<file path="config.mk">
export PLATFORM = sky130hd
export DESIGN_NAME = glot_ctrl
export DESIGN_NICKNAME = d
export VERILOG_FILES = /design/src/rtl/glot_pkg.sv /design/src/rtl/glot_ctrl.sv
export SDC_FILE = /design/constraint.sdc
export NUM_CORES = 1
export LEC_CHECK = 0
export BUFFER_PORTS_ARGS = -buffer_cell sky130_fd_sc_hd__buf_2
export CORE_AREA = 2 2 39 41
export CTS_CLUSTER_SIZE = 20
export DETAILED_ROUTE_END_ITERATION = 10
export DIE_AREA = 0 0 41 43
export GPL_TIMING_DRIVEN = 1
export SLEW_MARGIN = 20
export SYNTH_ARGS = -nofsm -noshare
export SYNTH_HDL_FRONTEND = slang
export SYNTH_SLANG_ARGS = --single-unit
</file>
<file path="constraint.sdc">
create_clock -name i_clk -period 2 [get_ports i_clk]
set_clock_uncertainty 0.15 [all_clocks]
set_input_delay 0.5 -clock i_clk [delete_from_list [all_inputs] [get_ports i_clk]]
set_output_delay 0.5 -clock i_clk [all_outputs]
set_load 0.02 [all_outputs]
</file>
<file path="src/rtl/glot_pkg.sv">
// Shared constants, codes and controller/datapath command types for the
// grid layer offset table. No dependencies.
package glot_pkg;

    localparam int MAX_CELLS  = 4096;
    localparam int COUNT_BITS = 10;
    localparam int ADDR_BITS  = $clog2(MAX_CELLS);
    localparam int PTR_BITS   = $clog2(MAX_CELLS + 1);
    localparam int REG_BITS   = 13;
    localparam int SUM_BITS   = 22;
    localparam int LON_BITS   = 12;
    localparam int LAT_BITS   = 12;
    localparam int CFG_IDX_BITS = 1;

    localparam logic [SUM_BITS-1:0] SUM_MAX = {SUM_BITS{1'b1}};

    typedef logic [CFG_IDX_BITS-1:0] t_cfg_idx;
    localparam t_cfg_idx CFG_GRID_WIDTH  = t_cfg_idx'(0);
    localparam t_cfg_idx CFG_GRID_HEIGHT = t_cfg_idx'(1);

    localparam logic MODE_LOAD  = 1'b0;
    localparam logic MODE_QUERY = 1'b1;

    typedef struct packed {
        logic capture;
        logic calc;
        logic read;
        logic out_load;
    } t_dp_cmd;

    typedef struct packed {
        logic is_query;
    } t_dp_stat;

endpackage

</file>
<file path="src/rtl/glot_ctrl.sv">
// Controller of the grid layer offset table: sequences capture, calculation,
// memory read and result hand-off, and owns the result valid flag.
// Depends on glot_pkg.
module glot_ctrl (
    input  logic                i_clk,
    input  logic                i_rst_n,
    input  logic                i_in_valid,
    output logic                o_in_ready,
    output logic                o_out_valid,
    input  logic                i_out_ready,
    output glot_pkg::t_dp_cmd   o_cmd,
    input  glot_pkg::t_dp_stat  i_stat
);

    typedef enum logic [3:0] {
        ST_IDLE = 4'b0001,
        ST_CALC = 4'b0010,
        ST_READ = 4'b0100,
        ST_RESP = 4'b1000
    } t_state;

    t_state r_state;
    t_state n_state;
    logic   r_out_valid;
    logic   n_out_valid;
    logic   out_free;

    assign out_free = !r_out_valid || i_out_ready;

    always_comb begin
        n_state = r_state;
        unique case (r_state)
            ST_IDLE: begin
                if (i_in_valid) n_state = ST_CALC;
            end
            ST_CALC: begin
                n_state = i_stat.is_query ? ST_READ : ST_RESP;
            end
            ST_READ: begin
                n_state = ST_RESP;
            end
            ST_RESP: begin
                if (out_free) n_state = ST_IDLE;
            end
            default: n_state = ST_IDLE;
        endcase
    end

    always_comb begin
        o_in_ready     = (r_state == ST_IDLE);
        o_cmd.capture  = (r_state == ST_IDLE) && i_in_valid;
        o_cmd.calc     = (r_state == ST_CALC);
        o_cmd.read     = (r_state == ST_READ);
        o_cmd.out_load = (r_state == ST_RESP) && out_free;
        // hold the result until taken; a fresh load replaces it
        if (o_cmd.out_load) begin
            n_out_valid = 1'b1;
        end else if (i_out_ready) begin
            n_out_valid = 1'b0;
        end else begin
            n_out_valid = r_out_valid;
        end
    end

    always_ff @(posedge i_clk) begin
        if (!i_rst_n) begin
            r_state     <= ST_IDLE;
            r_out_valid <= 1'b0;
        end else begin
            r_state     <= n_state;
            r_out_valid <= n_out_valid;
        end
    end

    assign o_out_valid = r_out_valid;

    a_accept_to_calc: assert property (@(posedge i_clk) disable iff (!i_rst_n)
        (i_in_valid && o_in_ready) |=> (r_state == ST_CALC))
        else $error("accepted transaction did not move to calculation");

    a_read_only_query: assert property (@(posedge i_clk) disable iff (!i_rst_n)
        (r_state == ST_READ) |-> i_stat.is_query)
        else $error("memory read issued for a load transaction");

    a_no_overwrite: assert property (@(posedge i_clk) disable iff (!i_rst_n)
        o_cmd.out_load |-> (!r_out_valid || i_out_ready))
        else $error("result register overwritten before it was taken");

    a_load_sets_valid: assert property (@(posedge i_clk) disable iff (!i_rst_n)
        o_cmd.out_load |=> (r_out_valid && (r_state == ST_IDLE)))
        else $error("result hand-off did not raise valid and return to idle");

endmodule

</file>
==> results of run 1 <==
==> stage by stage <==
step | total power [uW] | setup WS [ns] | area, um2
after floorplan | 148 | 0.230 | 298
after global routing | 298 | 0.0128 | 408
after CTS | 282 | 0.00351 | 395
final | 277 | 0.100 | 408
after detailed placement | 165 | 0.225 | 360
after global placement | 164 | 0.272 | 360
==> area by class of cell <==
cell class,count,share of cell area [%]
multi-input cells,23,49.1
flip-flops and latches,5,25.5
repair buffers,10,12.3
clock buffers,4,6.44
well taps,16,4.91
inverters,2,1.84
==> kinds of logic after synthesis <==
family                 count (synthesis)  share of synthesized area [%]
AO/OA/AOI/OAI                          7                           16.8
AND/OR/NAND/NOR                       16                           44.5
buffers and inverters                  3                           5.04
flip-flops                             5                           33.6
==> worst max path at each step <==
stage	start	end	slack (ns)	depth (start not counted)
2_1_floorplan	r_state[2]$_SDFFE_PN0P_	o_cmd[3]	0.23	2
3_3_place_gp	r_state[3]$_SDFFE_PN0P_	o_cmd[0]	0.27	3
3_5_place_dp	r_state[3]$_SDFFE_PN0P_	o_cmd[0]	0.22	3
4_1_cts	r_state[0]$_SDFFE_PN1P_	o_cmd[3]	0.004	3
5_1_grt	r_state[0]$_SDFFE_PN1P_	o_cmd[3]	0.01	3
6_report	r_state[2]$_SDFFE_PN0P_	o_cmd[3]	0.10	3
==> synth_stat cells (all sizes together) <==
cell / number
a21bo: 1
a21oi: 1
and2: 2
and3: 1
and4bb: 1
buf: 1
dfxtp: 5
inv: 2
nand2: 2
nor2: 2
nor2b: 4
nor3b: 1
nor4b: 3
o21a: 1
o21ai: 2
o21bai: 1
o311a: 1
==> metal layers <==
metal / vias up / track usage, %
li1: 134 / -
met1: 111 / 9.94
met2: 6 / 12.8
met3: 0 / 1.57
met4: 0 / 8.00
met5: - / 0
==> power by group through the flow <==
| stage | clock, uW | sequential, uW | combinational (uW) |
|---|---|---|---|
| after floorplan | 0 | 113 | 35.1 |
| after global placement | 0 | 115 | 48.7 |
| after detailed placement | 0 | 115 | 49.2 |
| after CTS | 118 | 115 | 49.5 |
| after global routing | 126 | 118 | 54.1 |
| final | 112 | 117 | 49.1 |
==> state kept, by name, summed over array words and instances, names as in the netlist <==
signal and flops:
r_state 4, o_out_valid 1
==> repair_timing <==
action / CTS / global route
pin swaps: 0 / 2
hold endpoints to repair: 0 / 0
resized for setup: 1 / 4
setup endpoints to repair: 1 / 3
==> out/metrics.cfg, run 1 <==
[timing]
worstMarginPinSlew_ns=0.311
max_freq_mhz=526
relSlewSlack_pct=79.2
fin_tns_setup_ns=0
setup_viol=0
hold_viol=0
slew_viol_final=0
hold_ws_ns=0.341
period_needed_ns=1.90
rsz0062_at_grt=false
period_share_pct=95.0

[power]
switching_share_pct=25.4
clockPowerShare_pct=40.3
leakagePower_uw=0.000182
peakVddDrop_mv=0.296
p_int_uw=207
power_frac_seq_pct=42.0
power_frac_comb_pct=17.7
net-switching-power_uw=70.6
powerDensity_nw_per_um2=680

[floorplanning]
fp.coreArea_um2=1380
die-area_um2=1760
start_util_pct=21.5
num_rows=14
io_pins=11
die_w_um=41
die_y_um=43

[clock_tree]
cts_tree=done
cts.path.max_buffers=2
cts_sinks=5
postCtsSetupBuffers=0
ctsHoldBuffers=0
clockRootBuffer=clkbuf_4
htreeDepth=1
clock_latency_ns=0.23
clk_pin_slew_ns=0.04
cts-buffers-inserted=3

[detailed_routing]
dr.max_layer_used=met3
drt-initial-drc-count=0
drtAntennaViolNets=0
drc=0
wl_met2_um=299
wl_per_cell_um=9.62
num_vias=251
first_pass_iters=1
via_per_inst=4.18
dr_wl_met3_um=27
routed_wl_um=577
wl_met1_um=251

[final_layout]
nets=50
instances_no_fill=60
layout_commonest_cell=buf_2
nFillCells=156
drive_gt1_share_pct=43.2
post-route-util_pct=29.5
seq_area_um2=104
layout_common_cells=10 x buf_2, 4 x nor2b_1, 3 x nor4b_4, 3 x clkbuf_4, 3 x dfxtp_2
multi_input_area_um2=200
antennaDiodeCount=0
syn_to_final_growth_pct=37.0

[synth]
syn-cell-area_um2=298
postSynthNetCount=36
synth_area_leaders=dfxtp_1 34%, nor4b_2 10%, nor2b_1 8.4%
synth_cell_types=18
yosysSeqAreaShare_pct=33.6
ys_ff_latch=5
synth_top_area_share_pct=33.6
syn_avg_cell_area_um2=9.61
yosysWarnings=0
netlist_instances=31
synth_area_leader_cell=dfxtp_1

[global_route]
antenna_found_initial=0
grt_usage_pct=8.73
grt_max_degree=8
grt_overflow_total=0
grt_pass1_wl_um=1000
grt_pass1_vias=248

[status]
status=finished clean

[setup_path]
path_max_fanout=7
crit_family=simple AND/OR/NAND/NOR gates
r2r_start=r_state[0]$_SDFFE_PN1P_
endpoint_kind=primary output
path_buf_inv=1
r2r_end=r_state[0]$_SDFFE_PN1P_
crit_slowest_cell=dfxtp_2
worstPathArrival_ns=1.25
startpoint_type=flop
r2r.worst_path.cells=3
r2r_setup_slack_ns=0.75
crit_path_max_incr_delay_ns=0.38
cp.required_ns=1.35
critPathKind=reg -> out
path_cells=nor4b_4 > and2_1 > buf_2

[hold_path]
holdPathStages=2
min_to=o_out_valid$_SDFFE_PN0P_
hp-class=in -> reg
hold_start=i_rst_n

[placed_design]
dp_cells=56
place.gp.congestion=0.677
port-buffer-count=10
hpwl_um=463

[job]
maxCapViolCount=0

Note: power is estimated with default switching activity, not from simulation.
==> inputs of run 2 (changes only) <==
Settings changed: GPL_TIMING_DRIVEN 1 to 0, REMOVE_ABC_BUFFERS set to 1.
==> out/metrics.cfg, run 2 (synthesis gave the netlist of run 1 again) <==
[status]
status=finished clean  ; unchanged

[final_layout]
layout_commonest_cell=buf_2  ; unchanged
largest_reg_flops=4  ; unchanged
syn_to_final_growth_pct=38.7  ; was 37.0%
drive_gt1_share_pct=43.5  ; was 43.2%
fin_area_um2=413  ; was 408 um2
antennaDiodeCount=0  ; unchanged
max_flop_register=r_state  ; unchanged
nets=52  ; was 50
layout_common_cells=10 x buf_2, 4 x nor2b_1, 3 x clkbuf_4, 3 x dfxtp_1  ; was 10 x buf_2, 4 x nor2b_1, 3 x nor4b_4, 3 x clkbuf_4, 3 x dfxtp_2

[setup_path]
path_max_fanout=6  ; was 7
path_cells=nor4b_2 > buf_2  ; was nor4b_4 > and2_1 > buf_2
endpoint_kind=primary output  ; unchanged
startpoint_type=flop  ; unchanged
crit_family=flip-flops  ; was simple AND/OR/NAND/NOR gates
crit_slowest_cell=dfxtp_1  ; was dfxtp_2
worstPathArrival_ns=1.29  ; was 1.25 ns
path_buf_inv=1  ; unchanged
path_depth=2  ; was 3
critPathKind=reg -> out  ; unchanged
crit_path_max_incr_delay_ns=0.49  ; was 0.38 ns
cp.required_ns=1.35  ; about the same
r2r.worst_path.cells=4  ; was 3

[power]
leakagePower_uw=0.000190  ; was 0.000182 uW
powerDensity_nw_per_um2=687  ; was 680 nW/um2
peakVddDrop_mv=0.273  ; was 0.296 mV

[clock_tree]
clock_latency_ns=0.24  ; was 0.23 ns
cts.path.max_buffers=2  ; unchanged
cts_tree=done  ; unchanged
cts_sinks=5  ; unchanged
clk_pin_slew_ns=0.04  ; about the same
clockRootBuffer=clkbuf_4  ; unchanged
cts-buffers-inserted=3  ; unchanged
htreeDepth=1  ; unchanged

[hold_path]
holdPathStages=3  ; was 2
hp-class=in -> reg  ; unchanged

[floorplanning]
die_w_um=41  ; unchanged
die_y_um=43  ; unchanged
die-area_um2=1760  ; unchanged
io_pins=11  ; unchanged
start_util_pct=21.5  ; unchanged
num_rows=14  ; unchanged
fp.coreArea_um2=1380  ; unchanged

[job]
maxCapViolCount=0  ; unchanged

[timing]
rsz0062_at_grt=true  ; was false
hold_ws_ns=0.342  ; was 0.341 ns
relSlewSlack_pct=77.3  ; was 79.2%
setup_ws_ns=0.0602  ; was 0.100 ns
slew_viol_final=0  ; unchanged
setup_viol=0  ; unchanged
period_share_pct=97.0  ; was 95.0%
period_needed_ns=1.94  ; was 1.90 ns
max_freq_mhz=516  ; was 526 MHz
hold_viol=0  ; unchanged
worstMarginPinSlew_ns=0.340  ; was 0.311 ns
fin_tns_setup_ns=0  ; unchanged

[global_route]
grt_pass1_wl_um=848  ; was 1000 um
antenna_found_initial=0  ; unchanged
grt_pass1_vias=237  ; was 248
grt_usage_pct=7.63  ; was 8.73%
grt_max_degree=8  ; unchanged
grt_overflow_total=0  ; unchanged

[detailed_routing]
wl_per_cell_um=9.10  ; was 9.62 um
drc=0  ; unchanged
routed_wl_um=564  ; was 577 um
via_per_inst=4.21  ; was 4.18
first_pass_iters=2  ; was 1
drtAntennaViolNets=0  ; unchanged
drt-initial-drc-count=1  ; was 0
num_vias=261  ; was 251

[placed_design]
post-place-ws_ns=0.248  ; was 0.225 ns
port-buffer-count=10  ; unchanged
place_area_um2=360  ; unchanged
place.gp.congestion=0.617  ; was 0.677

==> run 2: repair_timing <==
action / 4_1_cts / 5_1_grt
resized for setup: 1 / 2
hold buffers: 0 / 0
gates cloned: 0 / 0
pin swaps: 0 / 2
buffers inserted: 0 / 2
endpoints found under the setup margin: 1 / 3
==> run 2: report_power, final <==
part	leakage [uW]	internal (uW)	switching (uW)
clock	0.0000150	75.3	39.3
combinational	0.000134	30.3	23.6
sequential	0.0000410	105	9.91
total	0.000190	211	72.8
==> run 2: final timing paths <==
path	from	endpoint	slack (ns)
worst max register to register	r_state[2]$_SDFFE_PN0P_	r_state[0]$_SDFFE_PN1P_	0.62
worst min-delay path	i_stat	r_state[2]$_SDFFE_PN0P_	0.34
worst min register to register	o_out_valid$_SDFFE_PN0P_	r_state[3]$_SDFFE_PN0P_	0.47
worst max-delay path	r_state[1]$_SDFFE_PN0P_	o_cmd[2]	0.06
==> run 2: per-stage QoR <==
stage / total power (uW) / util, % / cells
floorplan: 148 / - / 30
global placement: 163 / 26.0 / 56
detailed placement: 164 / 26.0 / 56
CTS: 285 / 28.6 / 60
global route: 299 / 29.8 / 62
finish: 284 / 29.8 / 62
==> run 2: layer usage <==
metal,global-route usage [%],vias up,share of wire [%]
li1,-,139,-
met1,6.43,116,43
met2,11.9,6,53
met3,1.57,0,4.4
met4,10.0,0,0
met5,0,-,0
==> run 2: area by class of cell <==
cell class | instances | area (um2)
Tap cell | 16 | 20.0
Fill cell | 141 | 971
Clock buffer | 4 | 26.3
Multi-Input combinational cell | 23 | 191
Inverter | 2 | 7.51
Timing Repair Buffer | 12 | 65.1
Sequential cell | 5 | 103
==> run 2: worst min-delay path: cells and delay by family <==
family / cells / cell delay [ns]
buf+inv: 1 / 0.10
simple gates: 2 / 0.08
==> inputs of run 3 (changes only) <==
Settings changed: BUFFER_PORTS_ARGS -buffer_cell sky130_fd_sc_hd__buf_2 to -buffer_cell sky130_fd_sc_hd__buf_4.
==> out/metrics.cfg, run 3 (synthesis gave the netlist of run 1 again) <==
[final_layout]
antennaDiodeCount=0  ; unchanged
layout_commonest_cell=buf_4  ; was buf_2
largest_reg_flops=4  ; unchanged
max_flop_register=r_state  ; unchanged
nets=52  ; unchanged
syn_to_final_growth_pct=50.8  ; was 38.7%
layout_common_cells=12 x buf_4, 4 x nor2b_1, 4 x dfxtp_2  ; was 10 x buf_2, 4 x nor2b_1, 3 x clkbuf_4, 3 x dfxtp_1
drive_gt1_share_pct=47.8  ; was 43.5%

[timing]
rsz0062_at_grt=false  ; was true
period_share_pct=94.3  ; was 97.0%
period_needed_ns=1.89  ; was 1.94 ns
worstMarginPinSlew_ns=0.262  ; was 0.340 ns
fin_tns_setup_ns=0  ; unchanged
relSlewSlack_pct=82.4  ; was 77.3%
slew_viol_final=0  ; unchanged
setup_viol=0  ; unchanged
hold_viol=0  ; unchanged
max_freq_mhz=530  ; was 516 MHz
setup_ws_ns=0.115  ; was 0.0602 ns
hold_ws_ns=0.328  ; was 0.342 ns

[clock_tree]
cts_tree=done  ; unchanged
htreeDepth=1  ; unchanged
clockRootBuffer=clkbuf_4  ; unchanged
clk_pin_slew_ns=0.04  ; about the same
ctsHoldBuffers=0  ; unchanged
cts.path.max_buffers=2  ; unchanged
cts_sinks=5  ; unchanged
cts-buffers-inserted=3  ; unchanged
clock_latency_ns=0.24  ; about the same

[global_route]
grt_pass1_wl_um=848  ; unchanged
antenna_found_initial=0  ; unchanged
grt_max_degree=8  ; unchanged
grt_overflow_total=0  ; unchanged
grt_pass1_vias=217  ; was 237
grt_usage_pct=7.85  ; was 7.63%

[status]
status=finished clean  ; unchanged

[setup_path]
path_max_fanout=6  ; unchanged
startpoint_type=flop  ; unchanged
cp.required_ns=1.35  ; about the same
r2r_start=r_state[1]$_SDFFE_PN0P_  ; was r_state[2]$_SDFFE_PN0P_
worstPathArrival_ns=1.24  ; was 1.29 ns
endpoint_kind=primary output  ; unchanged
cp-startpoint=r_state[1]$_SDFFE_PN0P_  ; unchanged
critPathKind=reg -> out  ; unchanged

[detailed_routing]
drtAntennaViolNets=0  ; unchanged
drt-initial-drc-count=1  ; unchanged
via_per_inst=4.44  ; was 4.21
first_pass_iters=2  ; unchanged
drc=0  ; unchanged
routed_wl_um=596  ; was 564 um
num_vias=275  ; was 261
wl_per_cell_um=9.61  ; was 9.10 um

[floorplanning]
fp.coreArea_um2=1380  ; unchanged
die_y_um=43  ; unchanged
num_rows=14  ; unchanged
die-area_um2=1760  ; unchanged
start_util_pct=21.5  ; unchanged
die_w_um=41  ; unchanged
io_pins=11  ; unchanged

[placed_design]
hpwl_um=423
post-place-ws_ns=0.255  ; was 0.248 ns
place.gp.congestion=0.609  ; was 0.617
port-buffer-count=10  ; unchanged

[power]
powerDensity_nw_per_um2=660  ; was 687 nW/um2
peakVddDrop_mv=0.323  ; was 0.273 mV
leakagePower_uw=0.000197  ; was 0.000190 uW

[hold_path]
hold_start=i_rst_n  ; was i_stat
hp-class=in -> reg  ; unchanged

[job]
maxCapViolCount=0  ; unchanged

run 3: cell counts in the layout (fill, tap and decap cells not counted):
Identical to the previous run, type by type.
run 3: cell type report:
class | instances | area [um2]
multi-input cells | 23 | 200
fillers | 155 | 935
well taps | 16 | 20.0
inverters | 2 | 7.51
flip-flops and latches | 5 | 105
repair buffers | 12 | 90.1
clock buffers | 4 | 26.3
run 3: final timing paths:
kind                                            endpoint  slack [ns]  cells after the start
worst max-delay path                            o_cmd[3]        0.11                      3
worst max register to register   r_state[0]$_SDFFE_PN1P_        0.68                      4
worst min-delay path            o_out_valid$_SDFFE_PN0P_        0.33                      2
worst min register to register   r_state[3]$_SDFFE_PN0P_        0.46                      3
run 3: per-stage QoR:
step	util, %	power, uW	cell area [um2]	instances
floorplan	-	148	290	30
CTS	30.4	290	420	60
finish	32.5	297	449	62
detailed placement	27.8	170	385	56
global route	32.5	313	449	62
global placement	27.8	169	385	56
run 3: critical path, cell delays in order (launching register included):
cell and delay (ns):
dfxtp_2 0.36, nor4b_4 0.34, and2_1 0.17, buf_4 0.13
run 3: what timing repair did:
item	CTS	global route
setup endpoints to repair	1	3
pin swaps	0	1
setup buffers	0	2
resized for setup	1	5
run 3: power breakdown:
group / internal, uW / total, uW / switching, uW
Sequential: 106 / 117 / 10.9
Combinational: 41.1 / 66.7 / 25.7
Clock: 75.2 / 113 / 38.1
run 3: layer usage:
metal  GRT usage, %  vias up  share of wire, %  wire [um]
met5              0        -                 0          0
met4           10.0        0               1.7         10
met3           3.66        2               5.5         33
met2           10.6        6                54        319
met1           7.12      128                39        234
li1               -      139                 -          -
